### src/rtl/sfe_pkg.sv
package sfe_pkg;

  localparam int LINE_DEPTH   = 4096;
  localparam int ADDR_BITS    = (LINE_DEPTH > 1) ? $clog2(LINE_DEPTH) : 1;
  localparam int FRAMES_BITS  = ADDR_BITS + 1;
  localparam int SAMPLE_BITS  = 24;
  localparam int LINE_WIDTH   = 2 * SAMPLE_BITS;

  localparam int DELAY_BITS   = 12;
  localparam int MIX_BITS     = 17;
  localparam int FB_BITS      = 16;
  localparam int GAIN_BITS    = 18;
  localparam int CFG_IDX_BITS = 2;
  localparam int CFG_DATA_BITS = 17;

  // gain * sample, with one sign bit for the unsigned gain
  localparam int PROD_BITS    = GAIN_BITS + 1 + SAMPLE_BITS;
  localparam int FRAC_BITS    = 16;
  localparam int SCALED_BITS  = PROD_BITS - FRAC_BITS;
  localparam int SUM_BITS     = SCALED_BITS + 1;

  localparam logic [MIX_BITS-1:0] MIX_MAX   = 17'd65536;  // 1.0 in Q1.16
  localparam logic [FB_BITS-1:0]  FB_MAX    = 16'd62259;  // 0.95 in Q0.16
  localparam logic [MIX_BITS-1:0] FB_UNITY  = 17'd65536;
  localparam int                  ROUND_HALF = 32768;

  typedef enum logic [CFG_IDX_BITS-1:0] {
    REG_DELAY    = 2'd0,
    REG_MIX      = 2'd1,
    REG_FEEDBACK = 2'd2
  } reg_idx_t;

  typedef logic signed [SAMPLE_BITS-1:0] sample_t;
  typedef logic [ADDR_BITS-1:0]          addr_t;
  typedef logic [GAIN_BITS-1:0]          gain_t;

  typedef struct packed {
    addr_t delay;   // clamped to the line length
    gain_t gain;    // unsigned Q2.16
  } cfg_t;

  typedef struct packed {
    logic accept;    // input item taken this cycle
    logic adv;       // pipeline moves this cycle
    logic use_echo;  // incoming item adds the delayed output
    logic fwd;       // entry read now is the one written now
  } ctrl_t;

endpackage

### src/rtl/sfe_dp.sv
module sfe_dp import sfe_pkg::*; (
  input  logic                  clk,
  input  ctrl_t                 ctl,
  input  gain_t                 gain,
  input  sample_t               left_in,
  input  sample_t               right_in,
  input  logic [LINE_WIDTH-1:0] ram_rdata,
  output logic [LINE_WIDTH-1:0] ram_wdata,
  output sample_t               left_out,
  output sample_t               right_out,
  output logic                  clipped
);

  // {clip, value}
  function automatic logic [SAMPLE_BITS:0] sat(input logic signed [SUM_BITS-1:0] v);
    logic same;
    same = (v[SUM_BITS-1:SAMPLE_BITS-1] == '0) || (v[SUM_BITS-1:SAMPLE_BITS-1] == '1);
    if (same) begin
      sat = {1'b0, v[SAMPLE_BITS-1:0]};
    end else if (v[SUM_BITS-1]) begin
      sat = {1'b1, 1'b1, {(SAMPLE_BITS-1){1'b0}}};
    end else begin
      sat = {1'b1, 1'b0, {(SAMPLE_BITS-1){1'b1}}};
    end
  endfunction

  // stage 1: delayed sample times gain
  sample_t               s1_xl_r, s1_xr_r;
  logic                  s1_echo_r;
  logic                  s1_fwd_r;
  logic [LINE_WIDTH-1:0] s1_fwd_data_r;
  logic [LINE_WIDTH-1:0] delayed;
  sample_t               dl, dr;
  logic signed [PROD_BITS-1:0] prod_l, prod_r;

  // stage 2: round, add, saturate
  sample_t               s2_xl_r, s2_xr_r;
  logic                  s2_echo_r;
  logic signed [PROD_BITS-1:0]   s2_prod_l_r, s2_prod_r_r;
  logic signed [PROD_BITS-1:0]   rnd_l, rnd_r;
  logic signed [SCALED_BITS-1:0] w_l, w_r;
  logic signed [SUM_BITS-1:0]    sum_l, sum_r;
  logic [SAMPLE_BITS:0]          sat_l, sat_r;
  sample_t               y_l, y_r;
  logic                  clip;

  sample_t               out_l_r, out_r_r;
  logic                  out_clip_r;

  always_ff @(posedge clk) begin
    if (ctl.accept) begin
      s1_xl_r       <= left_in;
      s1_xr_r       <= right_in;
      s1_echo_r     <= ctl.use_echo;
      s1_fwd_r      <= ctl.fwd;
      s1_fwd_data_r <= ram_wdata;
    end
  end

  assign delayed = s1_fwd_r ? s1_fwd_data_r : ram_rdata;
  assign dl      = delayed[LINE_WIDTH-1:SAMPLE_BITS];
  assign dr      = delayed[SAMPLE_BITS-1:0];
  assign prod_l  = $signed({1'b0, gain}) * dl;
  assign prod_r  = $signed({1'b0, gain}) * dr;

  always_ff @(posedge clk) begin
    if (ctl.adv) begin
      s2_xl_r     <= s1_xl_r;
      s2_xr_r     <= s1_xr_r;
      s2_echo_r   <= s1_echo_r;
      s2_prod_l_r <= prod_l;
      s2_prod_r_r <= prod_r;
    end
  end

  // floor((p + half) / 2^16) is an arithmetic shift after the rounding add
  always_comb begin
    rnd_l = s2_prod_l_r + PROD_BITS'(ROUND_HALF);
    rnd_r = s2_prod_r_r + PROD_BITS'(ROUND_HALF);
    w_l   = rnd_l[PROD_BITS-1:FRAC_BITS];
    w_r   = rnd_r[PROD_BITS-1:FRAC_BITS];
    sum_l = SUM_BITS'(w_l) + SUM_BITS'(s2_xl_r);
    sum_r = SUM_BITS'(w_r) + SUM_BITS'(s2_xr_r);
    sat_l = sat(sum_l);
    sat_r = sat(sum_r);
    if (s2_echo_r) begin
      y_l  = sat_l[SAMPLE_BITS-1:0];
      y_r  = sat_r[SAMPLE_BITS-1:0];
      clip = sat_l[SAMPLE_BITS] || sat_r[SAMPLE_BITS];
    end else begin
      y_l  = s2_xl_r;
      y_r  = s2_xr_r;
      clip = 1'b0;
    end
  end

  assign ram_wdata = {y_l, y_r};

  always_ff @(posedge clk) begin
    if (ctl.adv) begin
      out_l_r    <= y_l;
      out_r_r    <= y_r;
      out_clip_r <= clip;
    end
  end

  assign left_out  = out_l_r;
  assign right_out = out_r_r;
  assign clipped   = out_clip_r;

endmodule

### config.mk
export PLATFORM = sky130hd
export DESIGN_NAME = sfe_dp
export DESIGN_NICKNAME = d
export VERILOG_FILES = /design/src/rtl/sfe_pkg.sv /design/src/rtl/sfe_dp.sv
export SDC_FILE = /design/constraint.sdc
export NUM_CORES = 2
export LEC_CHECK = 0
export ABC_CLOCK_PERIOD_IN_PS = 14700
export BUFFER_PORTS_ARGS = -buffer_cell sky130_fd_sc_hd__buf_2
export CORE_MARGIN = 2
export CORE_UTILIZATION = 40
export CTS_BUF_LIST = sky130_fd_sc_hd__clkbuf_4
export CTS_CLUSTER_DIAMETER = 200
export DETAILED_ROUTE_END_ITERATION = 16
export PLACE_DENSITY_LB_ADDON = 0.05
export SYNTH_ARGS = -nofsm -noshare
export SYNTH_HDL_FRONTEND = slang
export SYNTH_SLANG_ARGS = --single-unit
### constraint.sdc
create_clock -name clk -period 14.7 [get_ports clk]
set_clock_uncertainty 0.1 [all_clocks]
set_input_delay 2.205 -clock clk [delete_from_list [all_inputs] [get_ports clk]]
set_output_delay 2.205 -clock clk [all_outputs]
set_load 0.01 [all_outputs]
# Word-level counts from Yosys, hierarchy flattened

Cells that the tools add are included.

Logic and storage cells: 33
Input port bits: 119
Register bits after elaboration: 282
Output and inout bits: 97

Reduce and logical (&&, ||, !) cells: 5
Equality and inequality tests: 2
$mul: 2
Add/subtract/negate cells: 4
Multiplexer cells: 7

Operators with widths:

| cell                     | count |
|---|---|
| $mux W24                 | 4 |
| $add A43 B17 Y43 const B | 2 |
| $mul A19 B24 Y43         | 2 |
| $add A27 B24 Y28         | 2 |
| $mux W25                 | 2 |
| $mux W48                 | 1 |
| $eq A5 B5 Y1 const B     | 2 |
| $logic_not A5 Y1         | 2 |
| $logic_or A1 B1 Y1       | 3 |

# Logic depth before layout (Yosys ltp)

Word-level depth: 6
Gate-level depth with buffers: 28
Gate-level depth less buffers: 24

# Worst setup path after synthesis

No wires, ideal clock.

Path kind: input to register
From: input port ram_rdata[19]
To: register s2_prod_r_r[40], data pin
Setup time: 266 ps
Required time: 14,334 ps
Stages on the path: 22
Path buffers: 1
Arrival: 8,236 ps
Setup slack: 6,099 ps
Path through: mux2_2 > clkbuf_1 > and2_1 > fa_1 > inv_1 > fa_1 > fa_1 > inv_1 > fa_1 > fa_1 > inv_1 > fa_1 > inv_1 > ha_1 > a2111oi_0 > a21oi_1 > or3_1 > o211a_1 > o31ai_4 > a211oi_1 > o41ai_1 > xnor2_1

Cells in the longest elaborated chain, start to end: 2

Ends and longest elaborated chain:

| what                 | line         | RTL |
|---|---|---|
| start, declared      | sfe_dp.sv:7  | `input logic [LINE_WIDTH-1:0] ram_rdata,` |
| $mux W48             | sfe_dp.sv:60 | `assign delayed = s1_fwd_r ? s1_fwd_data_r : ram_rdata;` |
| $mul A19 B24 Y43     | sfe_dp.sv:64 | `assign prod_r = $signed({1'b0, gain}) * dr;` |
| named net prod_r[40] | sfe_dp.sv:34 | `logic signed [PROD_BITS-1:0] prod_l, prod_r;` |
| end signal, assigned | sfe_dp.sv:72 | `s2_prod_r_r <= prod_r;` |
| end, declared        | sfe_dp.sv:39 | `logic signed [PROD_BITS-1:0] s2_prod_l_r, s2_prod_r_r;` |

The timed path passes the listed nets, and every way through them passes these cells.
A chain may end at the register's enable or synchronous reset.

# Worst setup path after layout

From: register s2_prod_r_r[17]
To: output port ram_wdata[18]

Cells in the longest elaborated chain, start to end: 6
Elaborated cells between the ends (all ways): 8
Classes of those cells: 2 x add/sub; 1 x eq/ne; 3 x mux; 2 x reduce/logical

Ends and longest elaborated chain:

| what                                             | line         | RTL |
|---|---|---|
| $add A43 B17 Y43 (*)                             | sfe_dp.sv:79 | `rnd_r = s2_prod_r_r + PROD_BITS'(ROUND_HALF);` |
| $add A27 B24 Y28 (*)                             | sfe_dp.sv:83 | `sum_r = SUM_BITS'(w_r) + SUM_BITS'(s2_xr_r);` |
| $eq A5 B5 Y1 or $logic_not A5 Y1 (tied branches) | sfe_dp.sv:17 | `same = (v[SUM_BITS-1:SAMPLE_BITS-1] == '0) \|\| (v[SUM_BITS-1:SAMPLE_BITS-1] == '1);` |
| $logic_or A1 B1 Y1                               | sfe_dp.sv:17 |  |
| $mux W25 (*)                                     | sfe_dp.sv:18 | `if (same) begin` |
| $mux W24 (*)                                     | sfe_dp.sv:86 | `if (s2_echo_r) begin` |
| end, declared                                    | sfe_dp.sv:8  | `output logic [LINE_WIDTH-1:0] ram_wdata,` |

Mark *: on every way between the ends. The rest lies on a longest branch, timed or not.

==> impl_metrics.tcl <==
set metrics [dict create \
    status "completed" \
    drive_gt1_share_pct 9.27 \
    max_stage_delay_ns 0.70 \
    drc 0 \
    dp_hpwl_um 95300 \
    cts_buffers 70 \
    synth_top_family_by_area "adder cells" \
    post_cts_resized 0 \
    rsz0062_at_grt "false" \
    clockBufferDepth 3 \
    avgSynthCellArea_um2 9.78 \
    end_kind "output pin" \
    max_freq_mhz 112 \
    startpoint_type "register" \
    initialDrtViolationCount 1483 \
    synthAdderAreaFrac_pct 46.7 \
    path_delay_family "simple AND/OR/NAND/NOR gates" \
    clkTransAtPathRegs_ns 0.08 \
    synthFlopType "edfxtp_1" \
    synthArstFlopShare_pct 0 \
    ys_ff_latch 252 \
    synth-compound-area-share_pct 6.07 \
    top_layer "met5" \
    synth_simple_gate_area_share_pct 15.1 \
    firstDrtPassIters 5 \
    worstMarginPinSlew_ns 1.11 \
    synth_edf_count 252 \
    required_ns 12.40 \
    layout_common_cells "inv_1, fa_1, and2_1" \
    clock-sinks 252 \
    max_cap_viol_count 0 \
    hp-class "reg -> reg" \
    final_nets 5893 \
    synth_cell_types 79 \
    clk_latency_ns 0.83 \
    ios 216 \
    fillers 10900 \
    period_share_pct 60.9 \
    syn_inst 4503 \
    yosys_warnings 0 \
    layout_commonest_cell "inv_1" \
    cts_setup_buffers 0 \
    grt_pass1_vias 33100 \
    yosysSeqAreaShare_pct 17.2 \
    core_area_um2 109000 \
    routed-wl-met2_um 62100 \
    postCtsHoldBufs 0 \
    syn_nets 5750 \
    dr_wl_met3_um 3760 \
    synthXorXnorAreaFrac_pct 3.00 \
    place_congestion 0.845 \
    criticalPathCategory "reg -> out" \
    cts_htree_levels 3 \
    die_height_um 336 \
    setup_tns_ns 0 \
    num_vias 30100 \
    portBuffers 215 \
    synthToLayoutAreaGrowth_pct 7.66 \
    die_x_um 336 \
    start_util_pct 40.4 \
    grt_remaining_overflow 0 \
    maxSlewViolCount 0 \
    slew_headroom_pct 25.8 \
    crit_fanout 23 \
    grt_max_degree 69 \
    routedWlPerCell_um 20.1 \
    synth_area_um2 44100 \
    cpMaxStageDelayCell "o211ai_4" \
    antenna_found_initial 6 \
    antenna_left 0 \
    hold_viol_final 0 \
    synthMuxAreaShare_pct 1.31 \
    via_per_inst 4.93 \
    finalWirelength_um 123000 \
    cp.arrival_ns 6.65 \
    grt.total_usage_pct 22.7 \
    cts_tree "yes" \
    worst-path-buf-inv 1 \
    fin_crit_ns 8.96 \
    cp_cell_sequence "and3_1 > nand2_1 > nor3_1 > and3_1 > nand4_1 > or2_2 > xnor2_1 > ha_1 > nand4_1 > nor3_1 > nand2_1 > o2111ai_1 > mux2i_1 > a311oi_1 > o211ai_2 > o211ai_4 > o221ai_1 > buf_2" \
    die_area_um2 113000 \
    std_cell_rows 121 \
    grt_pass1_wl_um 196000 \
    root_buffer "clkbuf_4" \
    setup_viol 0 \
    route.layer.met1.wl_um 55000 \
]
==> path summary, 6_finish.rpt <==
path,startpoint,to,slack [ns],depth (start not counted)
max,s2_prod_r_r[17],ram_wdata[18],5.74,18
min,s1_xl_r[21],s2_xl_r[21],0.25,0
max reg2reg,s1_fwd_r,s2_prod_l_r[37],6.40,23
min reg2reg,s1_xl_r[21],s2_xl_r[21],0.25,0
==> state kept, by name, indices dropped and copies added (netlist names), 24 cells and up <==
name / flops
left_out: 24
right_out: 24
s1_fwd_data_r: 48
s1_xl_r: 24
s1_xr_r: 24
s2_prod_l_r: 28
s2_prod_r_r: 28
s2_xl_r: 24
s2_xr_r: 24
==> area by class of cell <==
type,instances,area [µm²],area share [%]
clock buffer,92,691,1.46
inverter,1073,4030,8.49
tap,1414,1770,3.73
clock inverter,28,273,0.575
timing repair buffer,247,1330,2.79
sequential,252,7570,16.0
multi-input combinational,3002,31800,67.0
antenna,2,5.00,0.0106
==> cell families (layout without fill, tap and decap cells) <==
logic type                 count (synthesis)  after routing
buffers and inverters                   1249           1440
and+or+nand+nor                         1276           1276
DFF                                      252            252
muxes                                     52             52
AOI/OAI and AO/OA                        395            395
adders and majority gates               1128           1128
other                                      0              2
xor gates and xnor gates                 151            151
==> stage by stage <==
step | util (%) | setup WS (ns) | area [µm²] | std cells | hold WS (ns)
finish | 43.5 | 5.74 | 47400 | 6110 | 0.254
global route | 43.5 | 5.16 | 47400 | 6109 | 0.283
CTS | 43.5 | 5.50 | 47400 | 6108 | 0.253
detailed placement | 42.6 | 5.00 | 46500 | 5988 | 0.305
global placement | 42.6 | 5.14 | 46500 | 5988 | 0.302
floorplan | - | 6.10 | 44100 | 4503 | 0.300
==> worst register-to-register path, cell delays in order, from the launching register on <==
cell and delay (ns):
edfxtp_1 0.32, buf_4 0.69, mux2_2 0.67, and2_1 0.30, fa_1 0.53, inv_1 0.06
fa_1 0.51, fa_1 0.51, inv_1 0.05, fa_1 0.49, fa_1 0.50, inv_1 0.05
fa_1 0.48, inv_1 0.05, ha_1 0.35, and3_1 0.27, and3_1 0.19, o2111a_1 0.13
a311oi_2 0.54, o31ai_1 0.26, a211oi_1 0.46, o21ai_0 0.22, nor4b_1 0.33, a311o_1 0.17
==> layer usage <==
metal | vias up | track usage [%]
met2 | 525 | 40.2
met5 | - | 0
met1 | 15500 | 30.7
li1 | 14000 | -
met3 | 119 | 2.08
met4 | 4 | 3.86
==> synthesized netlist by cell type, types with 4 or more instances <==
cell type	n	area [µm²]
inv_1	1073	4030
fa_1	858	17200
and2_1	518	3240
nand2_1	412	1550
ha_1	270	3380
edfxtp_1	252	7570
clkbuf_1	162	608
nor2_1	120	450
a21oi_1	118	591
xnor2_1	110	963
o21ai_0	71	355
nand3_1	47	235
mux2_2	46	518
xor2_1	41	359
nor2b_1	40	250
a21o_1	39	293
and3_1	29	181
nor3_1	27	135
nand4_1	24	150
o221ai_1	21	184
o21a_1	19	143
nand2b_1	18	113
a211oi_1	15	113
a31oi_1	15	93.8
o211ai_1	14	105
o21bai_1	10	75.1
or2_2	8	50.1
buf_1	7	26.3
nand3b_1	7	52.6
mux2i_1	6	60.1
o31a_1	6	52.6
or3_1	6	37.5
and4_1	5	43.8
o211a_1	5	50.1
a211o_1	4	35.0
buf_6	4	45.0
o31ai_1	4	30.0
Power is not shown: default switching activity piles up to over one toggle a cycle in this logic, so the estimate is an artifact.
