`src/rtl/sfe_pkg.sv`:
```
package sfe_pkg;

  localparam int LINE_DEPTH   = 4096;
  localparam int ADDR_BITS    = (LINE_DEPTH > 1) ? $clog2(LINE_DEPTH) : 1;
  localparam int FRAMES_BITS  = ADDR_BITS + 1;
  localparam int SAMPLE_BITS  = 24;
  localparam int LINE_WIDTH   = 2 * SAMPLE_BITS;

  localparam int DELAY_BITS   = 12;
  localparam int MIX_BITS     = 17;
  localparam int FB_BITS      = 16;
  localparam int GAIN_BITS    = 18;
  localparam int CFG_IDX_BITS = 2;
  localparam int CFG_DATA_BITS = 17;

  // gain * sample, with one sign bit for the unsigned gain
  localparam int PROD_BITS    = GAIN_BITS + 1 + SAMPLE_BITS;
  localparam int FRAC_BITS    = 16;
  localparam int SCALED_BITS  = PROD_BITS - FRAC_BITS;
  localparam int SUM_BITS     = SCALED_BITS + 1;

  localparam logic [MIX_BITS-1:0] MIX_MAX   = 17'd65536;  // 1.0 in Q1.16
  localparam logic [FB_BITS-1:0]  FB_MAX    = 16'd62259;  // 0.95 in Q0.16
  localparam logic [MIX_BITS-1:0] FB_UNITY  = 17'd65536;
  localparam int                  ROUND_HALF = 32768;

  typedef enum logic [CFG_IDX_BITS-1:0] {
    REG_DELAY    = 2'd0,
    REG_MIX      = 2'd1,
    REG_FEEDBACK = 2'd2
  } reg_idx_t;

  typedef logic signed [SAMPLE_BITS-1:0] sample_t;
  typedef logic [ADDR_BITS-1:0]          addr_t;
  typedef logic [GAIN_BITS-1:0]          gain_t;

  typedef struct packed {
    addr_t delay;   // clamped to the line length
    gain_t gain;    // unsigned Q2.16
  } cfg_t;

  typedef struct packed {
    logic accept;    // input item taken this cycle
    logic adv;       // pipeline moves this cycle
    logic use_echo;  // incoming item adds the delayed output
    logic fwd;       // entry read now is the one written now
  } ctrl_t;

endpackage

```
`src/rtl/sfe_ctrl.sv`:
```
module sfe_ctrl import sfe_pkg::*; (
  input  logic   clk,
  input  logic   rst_n,
  input  logic   in_valid,
  output logic   in_ready,
  input  logic   out_ready,
  output logic   out_valid,
  input  addr_t  delay,
  output ctrl_t  ctl,
  output logic   ram_re,
  output addr_t  ram_raddr,
  output logic   ram_we,
  output addr_t  ram_waddr
);

  localparam logic [FRAMES_BITS-1:0] DEPTH_W = FRAMES_BITS'(LINE_DEPTH);

  addr_t                  wp_r;
  addr_t                  wp_nxt;
  logic [FRAMES_BITS-1:0] frames_r;
  addr_t                  s1_addr_r;
  addr_t                  s2_addr_r;
  logic                   s1_valid_r;
  logic                   s2_valid_r;
  logic                   out_valid_r;
  addr_t                  rd_addr;
  logic                   adv;
  logic                   use_echo;
  logic                   hazard;
  logic                   accept;

  assign adv      = !out_valid_r || out_ready;
  assign use_echo = (delay != '0) && (frames_r >= {1'b0, delay});

  always_comb begin
    if (wp_r >= delay) begin
      rd_addr = wp_r - delay;
    end else begin
      rd_addr = ADDR_BITS'({1'b0, wp_r} + DEPTH_W - {1'b0, delay});
    end
    wp_nxt = (32'(wp_r) == LINE_DEPTH - 1) ? '0 : wp_r + 1'b1;
  end

  // entry still in the multiply stage: its value is not written yet
  assign hazard   = use_echo && s1_valid_r && (s1_addr_r == rd_addr);
  assign in_ready = adv && !hazard;
  assign accept   = in_valid && in_ready;

  assign ctl.accept   = accept;
  assign ctl.adv      = adv;
  assign ctl.use_echo = use_echo;
  assign ctl.fwd      = s2_valid_r && (s2_addr_r == rd_addr);

  assign ram_re    = accept;
  assign ram_raddr = rd_addr;
  assign ram_we    = adv && s2_valid_r;
  assign ram_waddr = s2_addr_r;
  assign out_valid = out_valid_r;

  always_ff @(posedge clk) begin
    if (!rst_n) begin
      wp_r        <= '0;
      frames_r    <= '0;
      s1_valid_r  <= 1'b0;
      s2_valid_r  <= 1'b0;
      out_valid_r <= 1'b0;
    end else begin
      if (accept) begin
        wp_r <= wp_nxt;
        if (frames_r < DEPTH_W) begin
          frames_r <= frames_r + 1'b1;
        end
      end
      if (adv) begin
        s1_valid_r  <= accept;
        s2_valid_r  <= s1_valid_r;
        out_valid_r <= s2_valid_r;
      end
    end
  end

  always_ff @(posedge clk) begin
    if (accept) begin
      s1_addr_r <= wp_r;
    end
    if (adv) begin
      s2_addr_r <= s1_addr_r;
    end
  end

endmodule

```
`config.mk`:
```
export PLATFORM = sky130hd
export DESIGN_NAME = sfe_ctrl
export DESIGN_NICKNAME = d
export VERILOG_FILES = /design/src/rtl/sfe_pkg.sv /design/src/rtl/sfe_ctrl.sv
export SDC_FILE = /design/constraint.sdc
export NUM_CORES = 1
export LEC_CHECK = 0
export BUFFER_PORTS_ARGS = -buffer_cell sky130_fd_sc_hd__buf_2
export CORE_ASPECT_RATIO = 0.9
export CORE_UTILIZATION = 50
export DETAILED_ROUTE_END_ITERATION = 16
export PLACE_DENSITY = 0.78
export RECOVER_POWER = 50
export SLEW_MARGIN = 20
export SYNTH_ARGS = -nofsm -noshare
export SYNTH_HDL_FRONTEND = slang
export SYNTH_SLANG_ARGS = --single-unit
export TNS_END_PERCENT = 100
```
`constraint.sdc`:
```
create_clock -name clk -period 8.6 [get_ports clk]
set_clock_uncertainty 0.05 [all_clocks]
set_input_delay 1.29 -clock clk [delete_from_list [all_inputs] [get_ports clk]]
set_output_delay 1.29 -clock clk [all_outputs]
set_load 0.02 [all_outputs]
```
* Word level (Yosys, flattened, before mapping)
Cells that the tools add are included.
** Storage, ports and cells
- Output and inout port bits :: 32
- Register bits after elaboration :: 52
** Cells by class
- Eq/ne operators :: 3
- Multiplexer cells :: 2
- Add/sub/neg operators :: 5
- Reductions and logical operators :: 12
- Magnitude comparators :: 3
** Operator list (count)
- $add 12x1->12 const B :: 2
- $eq 12x12->1 :: 2
- $mux 12 :: 2
- $sub 12x12->12 :: 2
- $add 13x1->13 const B :: 1
- $ge 13x12->1 :: 1
- $lt 13x13->1 const B :: 1
- $eq 12x12->1 const B :: 1
- $ge 12x12->1 :: 1
- $reduce_bool 12->1 :: 1
- $logic_and 1x1->1 :: 7
- $logic_not 1->1 :: 2
- $reduce_and 2->1 :: 1
- $logic_or 1x1->1 :: 1

* Depth between registers and ports, before layout
Gate-level depths: netlist (run 1).
- Depth after elaboration :: 9
- Gate-level depth with buffers :: 14
- Gate-level depth less buffers :: 13

* Worst setup path after synthesis (run 1)
Ideal clock, no wire load.
- Path type :: input to output
- Start :: input port delay[0]
- End :: output port ctl[3] in the netlist's numbering
- Setup slack :: 3.278 ns
- Arrival :: 3.982 ns
- Path buffers :: 2
- Cell stages on the path :: 12
- Cells stage by stage :: ha_1 > inv_1 > fa_1 > a211oi_2 > o21bai_1 > xnor2_1 > xnor2_1 > nand4_1 > or4_4 > o21a_4 > buf_2 > buf_4
** On the way
- Longest elaborated chain between the ends :: 7
** Ends and longest elaborated chain
- start, declared :: line sfe_ctrl.sv:8 : input addr_t delay,
- $sub 12x12->12, or another cell as far along :: line sfe_ctrl.sv:39 : rd_addr = ADDR_BITS'({1'b0, wp_r} + DEPTH_W - {1'b0, delay});
- $mux 12 (*) :: line sfe_ctrl.sv:36 : if (wp_r >= delay) begin
- via ram_raddr[4] :: line sfe_ctrl.sv:11 : output addr_t ram_raddr,
- $eq 12x12->1 (*) :: line sfe_ctrl.sv:45 : assign hazard = use_echo && s1_valid_r && (s1_addr_r == rd_addr);
- $logic_and 1x1->1 (*) :: line sfe_ctrl.sv:45
- $logic_not 1->1 (*) :: line sfe_ctrl.sv:46 : assign in_ready = adv && !hazard;
- $logic_and 1x1->1 (*) :: line sfe_ctrl.sv:46
- $logic_and 1x1->1 (*) :: line sfe_ctrl.sv:47 : assign accept = in_valid && in_ready;
- end, declared :: line sfe_ctrl.sv:9 : output ctrl_t ctl,
Mark *: on every way through the listed nets, which the timed path passes. The rest lies on a longest branch.

==> results list, run 1 <==
* Fill cell instance count of the final layout: 604
- Static timing analysis puts the maximum clock frequency at 0.1799 GHz.
- The placed instances occupy a cell area of 3757 µm².
- Fin crit period: 5.560 ns
- Pleak: 1.656 nW
- Sequential fraction of the synthesis area: 36.87%
- During placement, the flow inserted port buffers numbering 47.
- Global routing used 23.30% of the available tracks across all layers.
- In this run the post-CTS setup repair buffer count came out at 0.
- The Yosys step of the flow raised 0 warnings.
- The detailed router placed 2,861 vias in this run.
* Global routing met1 resource utilization: 30.69%
- Length of the first detailed-routing pass in iterations: 6
- The flow ran to the end, but the final reports show violations.
* Relative slew slack: -2.039%
- Worst-margin pin slew: 1.531 ns
* Synth-to-Final Area Change: 10.01%
- In the synthesized netlist the async set-or-reset flop fraction comes to 0%.
* Post-Syn Nets: 412
- Post-synthesis area per instance: 9.391 µm²
- CTS H-Tree Depth: 2
- GR met2 Demand/Resource: 38.77%
* Post-CTS Hold Fix Bufs: 0
- Max-cap violations in this run came to 1.
- The critical path is of the in2out type.
- The detailed router finished its first iteration with 127 violations.
* TritonCTS clock tree: yes
* Post-route non-filler standard cell count: 503
* Post-layout instance area: 3822 µm²
- The commonest cells after synthesis are 37 x sky130_fd_sc_hd__nand2_1, 28 x sky130_fd_sc_hd__dfxtp_1, 25 x sky130_fd_sc_hd__ha_1.
* Global-route track usage on met3: 4.494%
- Fraction of layout cells with a size suffix above 1: 10.65%
* Number of distinct standard cells referenced by the synthesized netlist: 53
- CTS resizes: 0
* Worst hold-check slack: 0.4392 ns
* Aggregate routed wire length: 8222 µm
- Root buffer cell: sky130_fd_sc_hd__clkbuf_8
- The number of placed instances, taps included, is 495.
- STA classifies the critical path startpoint as an input pin.
* Worst min path class: reg2reg
- sky130_fd_sc_hd__nand2_1 is the most common cell in the netlist.
- Clock network latency to the later pin of the worst-skew pair: 0.30 ns
* Maximum fanout along the worst path: 38
- Yosys mapped a number of flops with a built-in enable equal to 24.
- In this run the vertical extent of the chip is 81.09 µm.
- Core Region: 6656 µm²
- The first global-routing pass estimated 13,180 µm of wire.
* Cell type contributing the most total cell area after synthesis: sky130_fd_sc_hd__edfxtp_1
* Overflow left after global routing: 0
- Cell count after synthesis: 370
* Total power: 0.5178 mW
- Detailed placement ended at an HPWL of 6375 µm.
- After synthesis the cells add up to 3475 µm².
* TritonCTS sink count: 52
- Average via count per standard cell: 5.688
- Total Die Area: 7287 µm²
- Once the floorplan was initialized, standard cells occupied 52.20% of the core.
- Pin count of the biggest net entering global routing: 41
- The clock passes through at most 2 buffers.
- Setup violations remaining at the end of the flow were counted as 0.
- After floorplanning, the core was divided into 28 placement rows.
- The number of clock buffers added by TritonCTS is 5.
* Endpoint type of the worst setup path: output port
* Worst EP required: 7.26 ns
* Routability congestion estimate from global placement: 0.9173
- Among all flip-flop cells after synthesis, the most frequent one is sky130_fd_sc_hd__dfxtp_1.
- After detailed routing, the average wire length per cell comes to 16.35 µm.
- The checks that failed: capacitance limit, slew limit.
* Total DRC errors in the routed layout: 0
* Number of nets in the layout: 454
- Worst supply voltage drop on vdd: 0.06961 mV
* Proportion of netlist area held by the largest area contributor: 20.74%
- Top area cells in the synthesized netlist: sky130_fd_sc_hd__edfxtp_1 21%, sky130_fd_sc_hd__dfxtp_1 16%, sky130_fd_sc_hd__ha_1 9.0%, sky130_fd_sc_hd__xnor2_1 4.5%, sky130_fd_sc_hd__nand2_1 4.0%
* Max-slew violation total from the final report: 41
* Setup repair after global routing missed its margin: false
* Diode insertion count for antenna repair: 0
* Power density over the cells: 135.5 nW/µm²
* Antenna violations before repair: 0
- The number of global-route vias before repair came to 2,719.
- Most Crowded Layer GR: met2
- Of the available clock period, the critical path in the final layout requires 64.65%.
* Arrival time worst endpoint: 4.22 ns
- FF+latch count, synth: 52
* Setup_tns: 0 ns
* Residual antenna-violating net count after detailed routing: 0
* Number of hold violations in the final report: 0
- Boundary Pins: 48
- Die width: 89.87 µm
- Clock-pin slew was measured on the worst setup and hold paths at 0.09 ns.
==> worst paths after layout <==
check / depth (start not counted) / slack [ns] / from / to
hold / removal: 0 / 0.44 / s1_addr_r[7] / ram_waddr[7]
setup reg to reg: 13 / 5.03 / wp_r[0] / wp_r[9]
hold reg to reg: 0 / 0.44 / s1_addr_r[7] / ram_waddr[7]
setup / recovery: 11 / 3.04 / delay[3] / ctl[3]
==> through the flow <==
step | setup slack (ns) | util (%)
floorplan | 3.278 | -
global placement | 3.211 | 56.45
detailed placement | 3.137 | 56.45
CTS | 3.124 | 57.80
global route | 2.921 | 57.42
finish | 3.040 | 57.42
==> kinds of logic (layout without fill, tap and decap cells) <==
family                   count (synthesis)  in the layout  synth area share (%)
flip-flops                              52             52                 36.87
adder cells (fa/ha/maj)                 26             26                 9.579
AO/OA/AOI/OAI                           75             75                 15.16
XOR/XNOR                                35             35                 10.08
multiplexers                             9              9                 2.593
AND/OR/NAND/NOR                        137            137                 21.14
buffers and inverters                   36             79                 4.573
==> placed cells by master (no fill, tap or decap), drive strengths merged, types with 15 or more instances in the layout <==
cell	netlist	final
nand2	37	37
edfxtp	24	24
ha	25	25
nor2	19	19
inv	23	23
o21ai	15	15
clkbuf	6	26
buf	7	30
xnor2	18	18
dfxtp	28	28
==> state kept, by name, indices dropped and copies added, names as in the netlist <==
register and flops:
wp_r 12, ram_waddr 12, s2_valid_r 1, s1_valid_r 1, out_valid 1, s1_addr_r 12, frames_r 13
==> routing by layer <==
layer  wire length [µm]  vias up
li1                   -     1413
met1               3841     1353
met2               3779       80
met3                433       15
met4                166        0
met5                  0        -
==> worst max-delay path: stages <==
cell                       delay [ns]
sky130_fd_sc_hd__buf_2           0.11
sky130_fd_sc_hd__inv_1           0.07
sky130_fd_sc_hd__ha_1            0.38
sky130_fd_sc_hd__a21oi_1         0.17
sky130_fd_sc_hd__nor2b_1         0.09
sky130_fd_sc_hd__nor3_1          0.56
sky130_fd_sc_hd__xor3_1          0.26
sky130_fd_sc_hd__o211ai_1        0.14
sky130_fd_sc_hd__or4_4           0.55
sky130_fd_sc_hd__o21a_4          0.36
sky130_fd_sc_hd__buf_2           0.22
==> power by group <==
group / switching, mW / internal [mW]
clock: 0.0801 / 0.0659
sequential: 0.00804 / 0.268
combinational: 0.0591 / 0.0370
==> final cells by class <==
class                           instances  area [µm²]  area share [%]
Sequential cell                        52        1281           33.52
Clock buffer                            8       90.09           2.357
Inverter                               23       86.33           2.259
Timing Repair Buffer                   48       217.7           5.696
Tap cell                               90       112.6           2.946
Multi-Input combinational cell        282        2034           53.22
(Power assumes the default switching activity.)
==> run 2: changes to the inputs <==
--- a/config.mk
+++ b/config.mk
@@ -9,7 +9,7 @@
 export CORE_ASPECT_RATIO = 0.9
 export CORE_UTILIZATION = 50
 export DETAILED_ROUTE_END_ITERATION = 16
-export PLACE_DENSITY = 0.78
+export PLACE_DENSITY = 0.81
 export RECOVER_POWER = 50
 export SLEW_MARGIN = 20
 export SYNTH_ARGS = -nofsm -noshare
==> constraint.sdc (replaced) <==
create_clock -name clk -period 4.8 [get_ports clk]
set_clock_uncertainty 0.05 [all_clocks]
set_input_delay 0.72 -clock clk [delete_from_list [all_inputs] [get_ports clk]]
set_output_delay 0.72 -clock clk [all_outputs]
set_load 0.02 [all_outputs]
==> run 2 against run 1 <==
Net effect: the flow still finishes with violations (capacitance limit, slew limit); flip-flop and latch count unchanged; highest routed layer unchanged; core utilization rose by 0.36 points; sequential share of layout area is 0.21 points lower; combinational power up 78%; cell area grew 0.62%; global-route usage shrank 0.48 points; clock-buffer cell count shrank 2; register-to-register slack got worse by 3.8 ns; via count increased by 2.2%; wire length is 0.23% higher; setup slack got worse by 2.6 ns; worst hold slack got worse by 0.0023 ns.
==> results list, run 2 (synthesis gave the netlist of run 1 again) <==
* Max-slew violation total from the final report: 41
- Total Die Area: 7287 µm²
* Total DRC errors in the routed layout: 0
- Dividing the detail-routed wire length by the instance count gives 16.35 µm.
* Antenna violations before repair: 0
- In this run, post-CTS repair resized a total of 0 instances.
- The total overflow left after global routing is 0.
* Power density over the cells: 247.1 nW/µm²
- Once the floorplan was initialized, standard cells occupied 52.20% of the core.
- 48 I/O pins were placed.
* Synth-to-Final Area Change: 10.70%
* TritonCTS sink count: 52
- The path class of the tightest hold or removal check is reg2reg.
- The register with the most flip-flops in the layout has 13 of them.
- Of the available clock period, the critical path in the final layout requires 91.05%.
* TritonCTS buffer count: 5
* Leading cell type in the layout, fill and taps excluded: sky130_fd_sc_hd__nand2_1
- Cells fill 57.78% of the core in the end.
* Hpwl dp: 6484 µm
* Fmax: 0.2288 GHz
- Worst supply voltage drop on vdd: 0.1064 mV
- The core region is 6656 µm².
* Average via count per standard cell: 5.800
* Arrival time worst endpoint: 3.60 ns
* Fraction of layout cells with a size suffix above 1: 11.35%
* Max-cap violation count: 1
* Total setup buffers inserted after CTS: 0
- The count of buffers added on input and output ports is 47.
* Critical hold path startpoint: s1_addr_r[2]
- Root buffer cell: sky130_fd_sc_hd__clkbuf_8
- Fill cell instance count of the final layout: 581
- Setup violations remaining at the end of the flow were counted as 0.
* TritonCTS clock tree: yes
- Number of hold violations in the final report: 0
* Fin crit period: 4.370 ns
* Post-CTS Hold Fix Bufs: 0
- The analysis attributes to cell leakage a power of 1.668 nW.
- In this run the cell area measured after placement is 3765 µm².
- At the end of routability-driven placement, the weighted congestion stood at 0.9649.
- Die height: 81.09 µm
* Length of the first detailed-routing pass in iterations: 4
- In this run the horizontal extent of the chip is 89.87 µm.
- Diode insertion count for antenna repair: 0
- Number of buffers on the longest clock path: 2
- The count of nets left with antenna violations once routing finished came out at 0.
- In the final timing run, aggregate negative setup slack is 0 ns.
- Vias post-DR: 2,923
- Global-route total usage across every layer: 22.82%
- The startpoint identified for the worst register-to-register timing path is wp_r[0].
- At the pin with the least slew margin, the transition time is 1.507 ns.
- Headroom to the max-slew limit came out at -0.4689%.
- After detailed routing, the total wire length is 8241 µm.
* Iteration-0 DRC Markers: 222
- Post-layout instance area: 3846 µm²
- The checks that failed: capacitance limit, slew limit.
- Critical path start-end classification: in2out
- Entering global routing, the biggest net connects 41 pins.
- Along the worst path, the maximum fanout reaches 38.
- The flow ran to the end, but the final reports show violations.
- Endpoint type of the worst setup path: output port
- At the worst endpoint, the required time is 4.03 ns.
- Setup repair after global routing left no endpoint under its margin.
* Clock network latency to the later pin of the worst-skew pair: 0.31 ns
- Number of nets in the layout: 455
- The H-tree generated during clock tree synthesis spans 2 levels.
- The number of global-route vias before repair came to 2,572.
- Row generation in the floorplan step produced 28 rows.
- In this run the worst setup path begins at delay[0].
- After clock tree synthesis, the clock-pin slew on the worst setup and hold paths is 0.09 ns.
- In the layout the commonest cells are 37 x sky130_fd_sc_hd__nand2_1, 30 x sky130_fd_sc_hd__buf_2, 28 x sky130_fd_sc_hd__dfxtp_1.
* Critical path launch point type: input pin
- First-pass GRT wire length: 12,900 µm
* Largest Register: frames_r
[run 2: path summary, 6_finish.rpt]
check	end	slack [ns]	cells after the start
hold / removal	ram_waddr[2]	0.44	0
setup / recovery	ram_re	0.43	12
hold reg to reg	ram_waddr[2]	0.44	0
setup reg to reg	frames_r[11]	1.22	14
[run 2: per-layer routing]
layer	vias to the layer above	GRT usage, %	wire (µm)
li1	1424	-	-
met1	1372	31.14	3743
met2	108	36.38	3736
met3	19	4.120	533
met4	0	8.871	227
met5	-	0	0
[run 2: worst max-delay path: stages]
cell	delay, ns
sky130_fd_sc_hd__buf_2	0.13
sky130_fd_sc_hd__ha_1	0.17
sky130_fd_sc_hd__inv_1	0.05
sky130_fd_sc_hd__fa_1	0.41
sky130_fd_sc_hd__a211oi_2	0.27
sky130_fd_sc_hd__o21ai_0	0.17
sky130_fd_sc_hd__a21oi_1	0.29
sky130_fd_sc_hd__xnor2_1	0.16
sky130_fd_sc_hd__o21ai_0	0.09
sky130_fd_sc_hd__or4_4	0.55
sky130_fd_sc_hd__o21a_4	0.36
sky130_fd_sc_hd__buf_2	0.22
[run 2: where the power goes]
part	switching (mW)	internal (mW)
clock network	0.151	0.134
registers	0.0146	0.479
logic	0.105	0.0663
total	0.271	0.679
[run 2: cell type report]
cell class | instances | area [µm²] | share of cell area, %
clock buffers | 6 | 93.84 | 2.440
clock inverters | 2 | 12.51 | 0.3253
inverters | 23 | 86.33 | 2.245
multi-input cells | 282 | 2034 | 52.90
flip-flops and latches | 52 | 1281 | 33.31
well taps | 90 | 112.6 | 2.928
repair buffers | 49 | 225.2 | 5.856
[run 2: stage by stage]
stage | instances | hold slack [ns] | setup WS, ns | power [mW]
after floorplan | 370 | 0.3973 | 0.6183 | 0.6264
after global placement | 496 | 0.4040 | 0.5251 | 0.6714
after detailed placement | 496 | 0.4111 | 0.4730 | 0.6770
after CTS | 504 | 0.4342 | 0.4682 | 0.9575
after global routing | 504 | 0.4439 | 0.2840 | 0.9917
final | 504 | 0.4369 | 0.4298 | 0.9502
==> run 3: changes to the inputs <==
--- a/config.mk
+++ b/config.mk
@@ -9,7 +9,7 @@
 export CORE_ASPECT_RATIO = 0.9
 export CORE_UTILIZATION = 50
 export DETAILED_ROUTE_END_ITERATION = 16
-export PLACE_DENSITY = 0.81
+export PLACE_DENSITY = 0.78
 export RECOVER_POWER = 50
 export SLEW_MARGIN = 20
 export SYNTH_ARGS = -nofsm -noshare
==> constraint.sdc (replaced) <==
create_clock -name clk -period 5.34 [get_ports clk]
set_clock_uncertainty 0.05 [all_clocks]
set_input_delay 0.801 -clock clk [delete_from_list [all_inputs] [get_ports clk]]
set_output_delay 0.801 -clock clk [all_outputs]
set_load 0.02 [all_outputs]
==> run 3 against run 2 <==
Net effect: the flow still finishes with violations (capacitance limit, slew limit); die area unchanged; largest cell class unchanged; cell area decreased by 0.59%; clock power shrank 16%; core utilization down 0.34 points; critical path type unchanged; critical endpoint is now ctl[3].
==> results list, run 3 (synthesis gave the netlist of run 1 again) <==
- Overflow left after global routing: 0
- After clock tree synthesis, the flow added hold-fix buffers numbering 0.
- Entering global routing, the biggest net connects 41 pins.
- Number of rows created at floorplan: 28
* Leading cell type in the layout, fill and taps excluded: sky130_fd_sc_hd__nand2_1
- The worst setup path is launched from an input pin.
* Share of the clock period used by the worst path: 85.28%
- Core Region: 6656 µm²
- In this run the vertical extent of the chip is 81.09 µm.
- Critical path start-end classification: in2out
- The tightest min-delay check is of the reg2reg type.
* Max-slew violation total from the final report: 41
* Largest Register: frames_r
- met2 is the most crowded layer.
* Placed inst area: 3757 µm²
- Fraction of layout cells with a size suffix above 1: 10.90%
- The number of antenna violations at the first check in global routing is 0.
* Maximum fanout along the worst path: 38
- In this run switching power makes up 28.58% of total power.
- Routed wire length per instance: 16.69 µm
* Number of flip-flops under the largest register name: 13
* Die width: 89.87 µm
* Aggregate routed wire length: 8397 µm
- Boundary Pins: 48
- Fin crit period: 4.554 ns
- Global routing consumed, over all layers together, 23.89% of the routing resources.
* Violations in the final reports: capacitance limit, slew limit
- At the pin with the least slew margin, the transition time is 1.534 ns.
- First-pass GRT wire length: 13,420 µm
* Length of the first detailed-routing pass in iterations: 4
* Commonest cells after routing, fill and taps aside: 37 x sky130_fd_sc_hd__nand2_1, 30 x sky130_fd_sc_hd__buf_2, 28 x sky130_fd_sc_hd__dfxtp_1
* Global routing met1 resource utilization: 31.74%
* Clock network latency to the later pin of the worst-skew pair: 0.31 ns
- CTS H-Tree Depth: 2
- The congestion estimate from routability-driven global placement came to 0.9173.
* Initial cell density of the core: 52.20%
- Arrival time worst endpoint: 3.70 ns
* Total DRC errors in the routed layout: 0
- Combinational logic burns 18.6% of the power.
- The worst pin sits at a relative slew slack of -2.242%.
- Total setup buffers inserted after CTS: 0
- Share of power burned in registers: 53.0%
- After legalization and detailed placement, the total HPWL measured 6420 µm.
- Static timing analysis puts the maximum clock frequency at 0.2196 GHz.
- CTS resizes: 0
* Global-route track usage on met3: 3.371%
* Iteration-0 DRC Markers: 155
- Power density over the cells: 219.2 nW/µm²
- For this design, the sink count on the clock tree is 52.
* Endpoint type of the worst setup path: output port
- From synthesis to final layout, the design area changed by 10.05%.
- Diode insertion count for antenna repair: 0
- Per report_power, the clock group accounts for 28.5% of the total.
- Clock-pin slew was measured on the worst setup and hold paths at 0.09 ns.
- Vias post-DR: 2,869
- Root buffer cell: sky130_fd_sc_hd__clkbuf_8
* Outcome: finished with violations
- Post-layout instance area: 3824 µm²
* TritonCTS clock tree: yes
* Total Die Area: 7287 µm²
- Number of nets in the layout: 454
- During placement, the flow inserted port buffers numbering 47.
- Psw: 0.2395 mW
* Worst supply voltage drop on vdd: 0.08835 mV
* Total setup violations reported at the end of the flow: 0
* Setup repair after global routing missed its margin: false
- STA puts the critical path data required time at 4.49 ns.
* TritonCTS buffer count: 5
- Average via count per standard cell: 5.704
- For this design the static power due to leakage is 1.659 nW.
* Internal: 0.5985 mW
- For met2 alone, demand over resource in global routing was 40.77%.
- The clock passes through at most 2 buffers.
- Setup_tns: 0 ns
- Max-cap violation count: 1
- Residual antenna-violating net count after detailed routing: 0
- The final-report hold violation count came to 0.
- The number of global-route vias before repair was 2,717.
==> run 3: changes by cell type in the layout (fill, tap and decap cells not counted), sizes merged <==
| cell | previous run | this run |
|---|---|---|
| clkinv | 1 | 0 |
| clkinvlp | 1 | 0 |
| buf | 31 | 30 |
| clkbuf | 24 | 26 |
==> run 3: power groups by stage <==
stage                     clock, mW  sequential, mW  combinational (mW)
final                         0.239           0.444               0.156
after global routing          0.257           0.446               0.171
after CTS                     0.241           0.443               0.157
after detailed placement          0           0.453               0.156
after global placement            0           0.451               0.153
after floorplan                   0           0.457               0.106
==> run 3: area by class of cell <==
class / instances / area, µm²
clock buffers: 8 / 91.34
inverters: 23 / 86.33
well taps: 90 / 112.6
flip-flops and latches: 52 / 1281
fillers: 603 / 2833
repair buffers: 48 / 217.7
multi-input cells: 282 / 2034
==> run 3: final timing paths <==
path / from / to / slack, ns / cells after the start
min: s1_addr_r[4] / ram_waddr[4] / 0.44 / 0
max: delay[3] / ctl[3] / 0.79 / 11
min reg2reg: s1_addr_r[4] / ram_waddr[4] / 0.44 / 0
max reg2reg: wp_r[0] / wp_r[9] / 1.77 / 13
==> run 3: critical path: stages <==
cell and delay [ns]:
sky130_fd_sc_hd__buf_2 0.11, sky130_fd_sc_hd__inv_1 0.07, sky130_fd_sc_hd__ha_1 0.38, sky130_fd_sc_hd__nand3_1 0.15, sky130_fd_sc_hd__a21oi_2 0.06, sky130_fd_sc_hd__nor3_1 0.58
sky130_fd_sc_hd__xor3_1 0.28, sky130_fd_sc_hd__o211ai_1 0.13, sky130_fd_sc_hd__or4_4 0.54, sky130_fd_sc_hd__o21a_4 0.35, sky130_fd_sc_hd__buf_2 0.22
==> run 3: layer usage <==
layer / share of wire [%] / vias to the layer above / wire [µm]
li1: - / 1419 / -
met2: 47 / 86 / 3950
met3: 5.3 / 12 / 442
met5: 0 / - / 0
met1: 46 / 1352 / 3895
met4: 1.3 / 0 / 108
==> run 3: metrics by stage <==
| stage | instances | hold WS, ns | utilization [%] | worst slack, ns | power (mW) |
|---|---|---|---|---|---|
| after floorplan | 370 | 0.3973 | - | 0.9963 | 0.5630 |
| after global placement | 495 | 0.4018 | 56.45 | 0.9291 | 0.6042 |
| after detailed placement | 495 | 0.4135 | 56.45 | 0.8446 | 0.6087 |
| after CTS | 503 | 0.4355 | 57.82 | 0.8249 | 0.8411 |
| after global routing | 503 | 0.4468 | 57.44 | 0.6806 | 0.8731 |
| final | 503 | 0.4408 | 57.44 | 0.7863 | 0.8380 |
